File: src/design/clw_pkg.sv
`default_nettype none
// ----------------------------------------------------------------------------
// Line clip to window package
// Shared types, register indexes, outcode bits and the outcode function.
// ----------------------------------------------------------------------------
package clw_pkg;

  localparam int MaxPassesDef  = 8;
  localparam int CoordBitsDef  = 16;
  localparam int CfgIdxBits    = 2;
  localparam int CfgDataBits   = 9;
  localparam int CalcBits      = 33;

  localparam logic [3:0] OcLeft   = 4'd1;
  localparam logic [3:0] OcRight  = 4'd2;
  localparam logic [3:0] OcTop    = 4'd4;
  localparam logic [3:0] OcBottom = 4'd8;

  localparam logic [CfgIdxBits-1:0] CfgLeft   = 2'd0;
  localparam logic [CfgIdxBits-1:0] CfgRight  = 2'd1;
  localparam logic [CfgIdxBits-1:0] CfgTop    = 2'd2;
  localparam logic [CfgIdxBits-1:0] CfgBottom = 2'd3;

  typedef struct packed {
    logic [8:0] left_edge;
    logic [8:0] right_edge;
    logic [7:0] top_edge;
    logic [7:0] bottom_edge;
  } window_t;

  typedef enum logic [2:0] {
    ST_IDLE,
    ST_CHECK,
    ST_MUL,
    ST_DIV,
    ST_UPD
  } clip_state_t;

  // Coordinates arrive sign-extended to CalcBits bits.
  function automatic logic [3:0] outcode(logic signed [CalcBits-1:0] x,
                                         logic signed [CalcBits-1:0] y,
                                         window_t w);
    logic [3:0] c;
    c = 4'd0;
    if (x < $signed({24'd0, w.left_edge}))   c = c | OcLeft;
    if (x > $signed({24'd0, w.right_edge}))  c = c | OcRight;
    if (y < $signed({25'd0, w.top_edge}))    c = c | OcTop;
    if (y > $signed({25'd0, w.bottom_edge})) c = c | OcBottom;
    return c;
  endfunction

endpackage
`default_nettype wire

File: src/design/clw_queue.sv
`default_nettype none
// ----------------------------------------------------------------------------
// Line clip to window queue
// Small register FIFO between the front and the clip engine.
// ----------------------------------------------------------------------------
module clw_queue #(
  parameter int WIDTH = 72,
  parameter int DEPTH = 2
) (
  input  wire logic             clk,
  input  wire logic             rst_n,
  input  wire logic             push,
  input  wire logic [WIDTH-1:0] push_data,
  output      logic             full,
  input  wire logic             pop,
  output      logic [WIDTH-1:0] head_data,
  output      logic             empty
);
  localparam int PtrBits = (DEPTH > 1) ? $clog2(DEPTH) : 1;
  localparam int CntBits = $clog2(DEPTH + 1);

  logic [WIDTH-1:0]   mem_r [DEPTH];
  logic [PtrBits-1:0] wr_ptr_r, rd_ptr_r;
  logic [CntBits-1:0] count_r;

  assign full      = (count_r == CntBits'(DEPTH));
  assign empty     = (count_r == '0);
  assign head_data = mem_r[rd_ptr_r];

  always_ff @(posedge clk) begin
    if (!rst_n) begin
      wr_ptr_r <= '0;
      rd_ptr_r <= '0;
      count_r  <= '0;
    end else begin
      if (push) begin
        wr_ptr_r <= (wr_ptr_r == PtrBits'(DEPTH - 1)) ? '0 : wr_ptr_r + 1'b1;
      end
      if (pop) begin
        rd_ptr_r <= (rd_ptr_r == PtrBits'(DEPTH - 1)) ? '0 : rd_ptr_r + 1'b1;
      end
      if (push && !pop) begin
        count_r <= count_r + 1'b1;
      end else if (pop && !push) begin
        count_r <= count_r - 1'b1;
      end
    end
  end

  always_ff @(posedge clk) begin
    if (push) begin
      mem_r[wr_ptr_r] <= push_data;
    end
  end

endmodule
`default_nettype wire

File: src/design/clw_front.sv
`default_nettype none
// ----------------------------------------------------------------------------
// Line clip to window front
// Accepts segments, computes both endpoint outcodes and hands them to the queue.
// ----------------------------------------------------------------------------
module clw_front import clw_pkg::*; #(
  parameter int COORD_BITS = CoordBitsDef
) (
  input  wire logic                    clk,
  input  wire logic                    rst_n,
  input  wire logic                    start,
  output      logic                    busy,
  input  wire logic [COORD_BITS-1:0]   in_first_x,
  input  wire logic [COORD_BITS-1:0]   in_first_y,
  input  wire logic [COORD_BITS-1:0]   in_second_x,
  input  wire logic [COORD_BITS-1:0]   in_second_y,
  input  wire window_t                 win,
  output      logic                    push,
  output      logic [4*COORD_BITS+7:0] push_data,
  input  wire logic                    q_full
);
  localparam int ExtBits = CalcBits - COORD_BITS;

  logic                    stage_valid_r;
  logic [4*COORD_BITS+7:0] stage_data_r;
  logic                    take;
  logic [3:0]              c1, c2;

  assign push = stage_valid_r && !q_full;
  assign busy = stage_valid_r && q_full;
  assign take = start && !busy;
  assign push_data = stage_data_r;

  assign c1 = outcode($signed({{ExtBits{in_first_x[COORD_BITS-1]}}, in_first_x}),
                      $signed({{ExtBits{in_first_y[COORD_BITS-1]}}, in_first_y}), win);
  assign c2 = outcode($signed({{ExtBits{in_second_x[COORD_BITS-1]}}, in_second_x}),
                      $signed({{ExtBits{in_second_y[COORD_BITS-1]}}, in_second_y}), win);

  always_ff @(posedge clk) begin
    if (!rst_n) begin
      stage_valid_r <= 1'b0;
    end else if (take) begin
      stage_valid_r <= 1'b1;
    end else if (push) begin
      stage_valid_r <= 1'b0;
    end
  end

  always_ff @(posedge clk) begin
    if (take) begin
      stage_data_r <= {c2, c1, in_second_y, in_second_x, in_first_y, in_first_x};
    end
  end

endmodule
`default_nettype wire

File: src/design/clw_clip.sv
`default_nettype none
// ----------------------------------------------------------------------------
// Line clip to window clip engine
// Runs the edge passes: operand setup, multiply, bit-serial divide, update.
// ----------------------------------------------------------------------------
module clw_clip import clw_pkg::*; #(
  parameter int COORD_BITS = CoordBitsDef,
  parameter int MAX_PASSES = MaxPassesDef
) (
  input  wire logic                    clk,
  input  wire logic                    rst_n,
  input  wire window_t                 win,
  input  wire logic                    q_empty,
  input  wire logic [4*COORD_BITS+7:0] q_head,
  output      logic                    pop,
  output      logic                    out_valid,
  output      logic [COORD_BITS-1:0]   out_clipped_first_x,
  output      logic [COORD_BITS-1:0]   out_clipped_first_y,
  output      logic [COORD_BITS-1:0]   out_clipped_second_x,
  output      logic [COORD_BITS-1:0]   out_clipped_second_y,
  output      logic                    out_rejected
);
  localparam int C       = COORD_BITS;
  localparam int W       = COORD_BITS + 1;
  localparam int PassBits = $clog2(MAX_PASSES + 1);
  localparam int CntBits  = $clog2(W + 1);
  localparam int ExtBits  = CalcBits - COORD_BITS;

  clip_state_t state_r, state_nxt;

  logic signed [C-1:0] x1_r, y1_r, x2_r, y2_r;
  logic signed [C-1:0] x1_nxt, y1_nxt, x2_nxt, y2_nxt;
  logic [3:0]          c1_r, c2_r, c1_nxt, c2_nxt;
  logic [PassBits-1:0] pass_r, pass_nxt;
  logic                first_r, first_nxt;   // moving the first endpoint
  logic                ysel_r, ysel_nxt;     // clipping against a y edge
  logic [8:0]          edge_r, edge_nxt;
  logic signed [C-1:0] base_r, base_nxt;
  logic signed [W-1:0] delta_r, delta_nxt, num_r, num_nxt, den_r, den_nxt;
  logic [W-1:0]        divisor_r, divisor_nxt, rem_r, rem_nxt, dq_r, dq_nxt;
  logic                neg_r, neg_nxt, dz_r, dz_nxt;
  logic [CntBits-1:0]  cnt_r, cnt_nxt;

  logic                ov_r, ov_nxt, rej_r, rej_nxt;
  logic [C-1:0]        ox1_r, oy1_r, ox2_r, oy2_r, ox1_nxt, oy1_nxt, ox2_nxt, oy2_nxt;

  logic [3:0]          co;
  logic signed [C-1:0] bo, eo, bc, ec;
  logic [8:0]          edge_sel;
  logic [W-1:0]        mag_d, mag_n;
  logic [2*W-1:0]      prod;
  logic [W:0]          trial;
  logic [W-1:0]        q;
  logic signed [W-1:0] interp;
  logic signed [C-1:0] edge_c, nx, ny;
  logic [3:0]          nc;

  assign out_valid            = ov_r;
  assign out_rejected         = rej_r;
  assign out_clipped_first_x  = ox1_r;
  assign out_clipped_first_y  = oy1_r;
  assign out_clipped_second_x = ox2_r;
  assign out_clipped_second_y = oy2_r;

  always_ff @(posedge clk) begin
    if (!rst_n) begin
      state_r <= ST_IDLE;
      ov_r    <= 1'b0;
    end else begin
      state_r <= state_nxt;
      ov_r    <= ov_nxt;
    end
  end

  always_ff @(posedge clk) begin
    x1_r <= x1_nxt;  y1_r <= y1_nxt;  x2_r <= x2_nxt;  y2_r <= y2_nxt;
    c1_r <= c1_nxt;  c2_r <= c2_nxt;  pass_r <= pass_nxt;
    first_r <= first_nxt;  ysel_r <= ysel_nxt;  edge_r <= edge_nxt;
    base_r <= base_nxt;  delta_r <= delta_nxt;  num_r <= num_nxt;  den_r <= den_nxt;
    divisor_r <= divisor_nxt;  rem_r <= rem_nxt;  dq_r <= dq_nxt;
    neg_r <= neg_nxt;  dz_r <= dz_nxt;  cnt_r <= cnt_nxt;
    rej_r <= rej_nxt;
    ox1_r <= ox1_nxt;  oy1_r <= oy1_nxt;  ox2_r <= ox2_nxt;  oy2_r <= oy2_nxt;
  end

  // Datapath pieces shared by the states.
  always_comb begin
    co       = (c1_r != 4'd0) ? c1_r : c2_r;
    if ((co & (OcBottom | OcTop)) != 4'd0) begin
      bo = x1_r;  eo = x2_r;  bc = y1_r;  ec = y2_r;
      edge_sel = ((co & OcBottom) != 4'd0) ? {1'b0, win.bottom_edge} : {1'b0, win.top_edge};
    end else begin
      bo = y1_r;  eo = y2_r;  bc = x1_r;  ec = x2_r;
      edge_sel = ((co & OcRight) != 4'd0) ? win.right_edge : win.left_edge;
    end
    mag_d  = delta_r[W-1] ? W'(-delta_r) : W'(delta_r);
    mag_n  = num_r[W-1] ? W'(-num_r) : W'(num_r);
    prod   = mag_d * mag_n;
    trial  = {rem_r, dq_r[W-1]} - {1'b0, divisor_r};
    q      = dz_r ? '0 : dq_r;
    interp = neg_r ? (W'(base_r) - $signed(q)) : (W'(base_r) + $signed(q));
    edge_c = $signed(C'(edge_r));
    if (ysel_r) begin
      ny = edge_c;  nx = interp[C-1:0];
    end else begin
      nx = edge_c;  ny = interp[C-1:0];
    end
    nc = outcode($signed({{ExtBits{nx[C-1]}}, nx}), $signed({{ExtBits{ny[C-1]}}, ny}), win);
  end

  always_comb begin
    state_nxt = state_r;
    x1_nxt = x1_r;  y1_nxt = y1_r;  x2_nxt = x2_r;  y2_nxt = y2_r;
    c1_nxt = c1_r;  c2_nxt = c2_r;  pass_nxt = pass_r;
    first_nxt = first_r;  ysel_nxt = ysel_r;  edge_nxt = edge_r;  base_nxt = base_r;
    delta_nxt = delta_r;  num_nxt = num_r;  den_nxt = den_r;
    divisor_nxt = divisor_r;  rem_nxt = rem_r;  dq_nxt = dq_r;
    neg_nxt = neg_r;  dz_nxt = dz_r;  cnt_nxt = cnt_r;
    ov_nxt = 1'b0;  rej_nxt = rej_r;
    ox1_nxt = ox1_r;  oy1_nxt = oy1_r;  ox2_nxt = ox2_r;  oy2_nxt = oy2_r;
    pop = 1'b0;

    case (state_r)
      ST_IDLE: begin
        if (!q_empty) begin
          pop = 1'b1;
          x1_nxt = q_head[C-1:0];
          y1_nxt = q_head[2*C-1:C];
          x2_nxt = q_head[3*C-1:2*C];
          y2_nxt = q_head[4*C-1:3*C];
          c1_nxt = q_head[4*C+3:4*C];
          c2_nxt = q_head[4*C+7:4*C+4];
          pass_nxt = '0;
          state_nxt = ST_CHECK;
        end
      end
      ST_CHECK: begin
        if ((c1_r | c2_r) == 4'd0) begin
          ov_nxt = 1'b1;  rej_nxt = 1'b0;
          ox1_nxt = x1_r;  oy1_nxt = y1_r;  ox2_nxt = x2_r;  oy2_nxt = y2_r;
          state_nxt = ST_IDLE;
        end else if ((c1_r & c2_r) != 4'd0 || pass_r >= PassBits'(MAX_PASSES)) begin
          ov_nxt = 1'b1;  rej_nxt = 1'b1;
          ox1_nxt = '1;  oy1_nxt = '1;  ox2_nxt = '1;  oy2_nxt = '1;
          state_nxt = ST_IDLE;
        end else begin
          first_nxt = (c1_r != 4'd0);
          ysel_nxt  = ((co & (OcBottom | OcTop)) != 4'd0);
          edge_nxt  = edge_sel;
          base_nxt  = bo;
          delta_nxt = W'(eo) - W'(bo);
          num_nxt   = $signed(W'(edge_sel)) - W'(bc);
          den_nxt   = W'(ec) - W'(bc);
          state_nxt = ST_MUL;
        end
      end
      ST_MUL: begin
        rem_nxt     = prod[2*W-1:W];
        dq_nxt      = prod[W-1:0];
        divisor_nxt = den_r[W-1] ? W'(-den_r) : W'(den_r);
        neg_nxt     = delta_r[W-1] ^ num_r[W-1] ^ den_r[W-1];
        dz_nxt      = (den_r == '0);
        cnt_nxt     = '0;
        state_nxt   = ST_DIV;
      end
      ST_DIV: begin
        if (!trial[W]) begin
          rem_nxt = trial[W-1:0];
          dq_nxt  = {dq_r[W-2:0], 1'b1};
        end else begin
          rem_nxt = {rem_r[W-2:0], dq_r[W-1]};
          dq_nxt  = {dq_r[W-2:0], 1'b0};
        end
        cnt_nxt = cnt_r + 1'b1;
        if (cnt_r == CntBits'(W - 1)) begin
          state_nxt = ST_UPD;
        end
      end
      ST_UPD: begin
        if (first_r) begin
          x1_nxt = nx;  y1_nxt = ny;  c1_nxt = nc;
        end else begin
          x2_nxt = nx;  y2_nxt = ny;  c2_nxt = nc;
        end
        pass_nxt  = pass_r + 1'b1;
        state_nxt = ST_CHECK;
      end
      default: begin
        state_nxt = ST_IDLE;
      end
    endcase
  end

endmodule
`default_nettype wire

File: src/design/line_clip_to_window_top.sv
`default_nettype none
// ----------------------------------------------------------------------------
// Line clip to window
// Cohen-Sutherland clipping of one 2-D segment against a programmable window.
// ----------------------------------------------------------------------------
// A segment is taken when start is high and busy is low. Each transaction
// yields exactly one result, shown for a single cycle with out_valid high; the
// receiver cannot stall, so it must capture the result in that cycle. A front
// stage computes the endpoint outcodes and feeds a two-entry queue, so up to
// three segments can be waiting while the clip engine works. The engine fetches
// a segment from the queue and checks its outcodes, which settles a trivially
// accepted or rejected segment. Otherwise it makes edge passes, each with
// operand setup, one multiply, a restoring divide that yields one of its
// COORD_BITS + 1 quotient bits per cycle, and the update. At most MAX_PASSES
// passes are made before a segment is rejected.
// Rejected segments come out with all coordinates at -1 and out_rejected set.
// Window registers are written through cfg_we, cfg_index and cfg_wdata and
// should only change while no transaction is in flight.
module line_clip_to_window_top import clw_pkg::*; #(
  parameter int MAX_PASSES = MaxPassesDef,
  parameter int COORD_BITS = CoordBitsDef
) (
  input  wire logic                   clk,
  input  wire logic                   rst_n,
  input  wire logic                   start,
  output      logic                   busy,
  input  wire logic [COORD_BITS-1:0]  in_first_x,
  input  wire logic [COORD_BITS-1:0]  in_first_y,
  input  wire logic [COORD_BITS-1:0]  in_second_x,
  input  wire logic [COORD_BITS-1:0]  in_second_y,
  output      logic                   out_valid,
  output      logic [COORD_BITS-1:0]  out_clipped_first_x,
  output      logic [COORD_BITS-1:0]  out_clipped_first_y,
  output      logic [COORD_BITS-1:0]  out_clipped_second_x,
  output      logic [COORD_BITS-1:0]  out_clipped_second_y,
  output      logic                   out_rejected,
  input  wire logic                   cfg_we,
  input  wire logic [CfgIdxBits-1:0]  cfg_index,
  input  wire logic [CfgDataBits-1:0] cfg_wdata
);
  localparam int QWidth = 4 * COORD_BITS + 8;

  window_t           win_r;
  logic              push, q_full, q_empty, pop;
  logic [QWidth-1:0] push_data, q_head;

  // Window registers. Reset values give a 30..290 by 30..190 window.
  always_ff @(posedge clk) begin
    if (!rst_n) begin
      win_r.left_edge   <= 9'd30;
      win_r.right_edge  <= 9'd290;
      win_r.top_edge    <= 8'd30;
      win_r.bottom_edge <= 8'd190;
    end else if (cfg_we) begin
      case (cfg_index)
        CfgLeft:   win_r.left_edge   <= cfg_wdata;
        CfgRight:  win_r.right_edge  <= cfg_wdata;
        CfgTop:    win_r.top_edge    <= cfg_wdata[7:0];
        CfgBottom: win_r.bottom_edge <= cfg_wdata[7:0];
        default: begin
        end
      endcase
    end
  end

  clw_front #(.COORD_BITS(COORD_BITS)) u_front (
    .clk, .rst_n, .start, .busy,
    .in_first_x, .in_first_y, .in_second_x, .in_second_y,
    .win(win_r), .push, .push_data, .q_full
  );

  clw_queue #(.WIDTH(QWidth), .DEPTH(2)) u_queue (
    .clk, .rst_n, .push, .push_data, .full(q_full),
    .pop, .head_data(q_head), .empty(q_empty)
  );

  clw_clip #(.COORD_BITS(COORD_BITS), .MAX_PASSES(MAX_PASSES)) u_clip (
    .clk, .rst_n, .win(win_r), .q_empty, .q_head, .pop,
    .out_valid, .out_clipped_first_x, .out_clipped_first_y,
    .out_clipped_second_x, .out_clipped_second_y, .out_rejected
  );

endmodule
`default_nettype wire

File: config.mk
export PLATFORM = sky130hd
export DESIGN_NAME = line_clip_to_window_top
export DESIGN_NICKNAME = d
export VERILOG_FILES = /design/src/design/clw_pkg.sv /design/src/design/clw_queue.sv /design/src/design/clw_front.sv /design/src/design/clw_clip.sv /design/src/design/line_clip_to_window_top.sv
export SDC_FILE = /design/constraint.sdc
export NUM_CORES = 2
export LEC_CHECK = 0
export BUFFER_PORTS_ARGS = -buffer_cell sky130_fd_sc_hd__buf_2
export CAP_MARGIN = 5
export CORE_AREA = 2 2 278 390
export CTS_CLUSTER_SIZE = 10
export DETAILED_ROUTE_END_ITERATION = 8
export DIE_AREA = 0 0 280 392
export SLEW_MARGIN = 20
export SYNTH_ARGS = -nofsm -noshare
export SYNTH_HDL_FRONTEND = slang
export SYNTH_SLANG_ARGS = --single-unit
File: constraint.sdc
create_clock -name clk -period 12 [get_ports clk]
set_input_delay 1.8 -clock clk [delete_from_list [all_inputs] [get_ports clk]]
set_output_delay 1.8 -clock clk [all_outputs]
set_load 0.01 [all_outputs]
==> flow_summary.json <==
{
  "wl_met2_mm": 56.12,
  "routed_via_density": 5.186,
  "fin_skew_ps": 33.30,
  "cts_resized": 0,
  "yosysWarnings": 0,
  "synthCells": 3396,
  "synthMuxAreaShare": 0.04910,
  "cp-end-kind": "register",
  "synth_fa_ha_area_frac": 0.2208,
  "grt.total_usage": 0.1894,
  "die_area_um2": 109800,
  "max_stage_delay_ps": 670,
  "period_minus_slack_ps": 8903,
  "synth_edf_count": 493,
  "num_rows": 142,
  "slew_headroom": 0.1981,
  "nNetsFinal": 4144,
  "io_pins": 146,
  "drv_slew": 0,
  "clk_latency_ps": 650,
  "syn_avg_cell_area_um2": 10.90,
  "synth-simple-area-share": 0.1202,
  "cts_setup_buffers": 0,
  "clk_pin_slew_ps": 70,
  "status": "complete, no violations",
  "die_y_um": 392,
  "maxCapViolations": 0,
  "crit_cells": 27,
  "reg2reg_slack_ps": 3100,
  "area_delta_synth_final_pct": 11.55,
  "holdPathEnd": "u_queue.mem_r[1][60]",
  "place_inst": 4854,
  "dr.pass1.iters": 5,
  "setup_viol": 0,
  "wire_per_inst_um": 21.15,
  "grt_pass1_vias": 26420,
  "rr_worst_depth": 27,
  "rsz0062_at_grt": "false",
  "grt_max_degree": 79,
  "via_count": 25660,
  "wl_met1_mm": 38.18,
  "fin_crit_sh": 0.7419,
  "synth-seq-area-share": 0.4236,
  "io_buffers": 145,
  "synth.distinct_cells": 82,
  "hold_path_depth": 0,
  "whs_ps": 442.9,
  "antenna_found_initial": 0,
  "yosys.area_share.xor_xnor": 0.03711,
  "drc": 0,
  "grt.overflow.total": 0,
  "fin_tns_setup_ps": 0,
  "cts.sinks": 537,
  "synth_compound_area_frac": 0.09912,
  "rr_endpoint": "u_clip.rem_r[14]",
  "top_layer": "met4",
  "h-tree-depth": 2,
  "rr_startpoint": "u_clip.num_r[0]",
  "fin_area_um2": 41300,
  "dr.first_iter.drc_count": 1692,
  "syn-cell-area_um2": 37020,
  "nFillCells": 10210,
  "worst_pin_slew_ps": 1194,
  "hold_class": "register to register",
  "path_class": "register to register",
  "required_ps": 12470,
  "drive_gt1_frac": 0.1199,
  "startpoint_type": "register",
  "critPathMostFrequentCell": "fa_1",
  "grt_first_pass_wirelength_mm": 157.0,
  "synthArstFlopShare": 0,
  "crit_buf_inv": 5,
  "synth_flop_cell": "edfxtp_1",
  "drtAntennaViolNets": 0,
  "hold_buffers": 0,
  "crit_family": "adder cells",
  "synth_nets": 3991,
  "ys_ff_latch": 537,
  "timing.fmax_mhz": 112.3,
  "synth_top_family_by_area": "adder cells",
  "fin_cells": 4948,
  "dpl-instance-area_um2": 39550,
  "gp_congestion": 0.9825,
  "cts_tree": "yes",
  "wl_met3_mm": 3.950,
  "worstHoldStart": "u_front.push_data[60]",
  "crit_fanout": 15,
  "cts_buffer_depth": 3,
  "cts_buffers": 61,
  "drt-total-wl_mm": 104.6,
  "crit_slowest_cell": "edfxtp_1",
  "place_hpwl_mm": 82.21,
  "die_width_um": 280,
  "cts_root_buf": "clkbuf_16",
  "initial_core_util": 0.3479,
  "hold_viol_final": 0,
  "core-area_um2": 106400,
  "worstPathArrival_ps": 9370
}
logic make-up after synthesis:
logic type	after synthesis
xor+xnor	156
fa+ha+maj	516
compound gates	566
mux	174
buf+inv	489
flops	537
simple gates	958
cell type report:
class                           count  area (um2)  share of cell area
Multi-Input combinational cell   2370       19630              0.4752
Sequential cell                   537       15690              0.3799
Tap cell                         1368        1712             0.04144
Clock buffer                       87        1654             0.04005
Inverter                          390        1465             0.03548
Timing Repair Buffer              189        1060             0.02566
Clock inverter                      6       90.09            0.002181
Antenna cell                        1       2.502          0.00006059
worst max-delay path by stage:
stage,slack [ps],end,startpoint
after detailed placement,3310,u_clip.rem_r[14],u_clip.num_r[0]
final,3100,u_clip.rem_r[14],u_clip.num_r[0]
after floorplan,4390,u_clip.rem_r[14],u_clip.num_r[0]
after global routing,2770,u_clip.rem_r[14],u_clip.num_r[0]
after global placement,3460,u_clip.rem_r[14],u_clip.num_r[0]
after CTS,3240,u_clip.rem_r[14],u_clip.num_r[0]
per-layer routing:
layer  vias to the layer above  GRT usage
met5                         -          0
met4                         0     0.1068
met3                       239    0.01780
met2                       696     0.3623
met1                     12650     0.2014
li1                      12080          -
worst register-to-register path: cells and delay by family (launching register included):
kind,cells,cell delay [ps]
AND/OR/NAND/NOR,5,1320
buffers and inverters,5,460
XOR/XNOR,1,630
adder cells (fa/ha/maj),8,3710
AO/OA/AOI/OAI,8,1910
flip-flops,1,670
placed cells by master, fill, tap and decap left out, drive strengths merged, types with 44 or more instances in the layout:
cell type | netlist | routed
clkbuf | 87 | 87
nor3 | 57 | 57
ha | 287 | 287
inv | 390 | 391
edfxtp | 493 | 493
a21o | 49 | 49
or2 | 71 | 71
o21ai | 105 | 105
nand2 | 342 | 342
mux2i | 113 | 113
mux2 | 61 | 61
a21oi | 178 | 178
buf | 12 | 189
dfxtp | 44 | 44
xnor2 | 96 | 96
xor2 | 60 | 60
fa | 229 | 229
nor2 | 259 | 259
flip-flops by register name (all words and copies together) (netlist names), 17 cells and up, named ones only:
signal / count
u_clip.rem_r: 17
u_clip.dq_r: 17
u_clip.delta_r: 17
u_queue.mem_r: 144
u_front.push_data: 72
u_clip.num_r: 17
win_r: 34
u_clip.divisor_r: 17
u_clip.den_r: 17
synthesized netlist by cell type, types with 42 or more instances:
library cell / count / share of area
nor3_1: 57 / 0.0077
edfxtp_1: 493 / 0.40
clkbuf_1: 87 / 0.0088
dfxtp_1: 44 / 0.024
o21a_1: 42 / 0.0085
mux2_2: 61 / 0.019
a21o_1: 49 / 0.0099
mux2i_1: 113 / 0.031
xnor2_1: 95 / 0.022
or2_2: 69 / 0.012
inv_1: 390 / 0.040
o21ai_0: 97 / 0.013
fa_1: 229 / 0.12
xor2_1: 60 / 0.014
nand2_1: 342 / 0.035
a21oi_1: 178 / 0.024
ha_1: 287 / 0.097
nor2_1: 259 / 0.026
stage by stage:
| stage | utilization | worst slack, ps |
|---|---|---|
| after floorplan | - | 4386 |
| after global routing | 0.3880 | 2775 |
| after CTS | 0.3880 | 3244 |
| after global placement | 0.3714 | 3455 |
| final | 0.3881 | 3097 |
| after detailed placement | 0.3716 | 3306 |
Power is not shown: default switching activity piles up to over one toggle a cycle in this logic, so the estimate is an artifact.
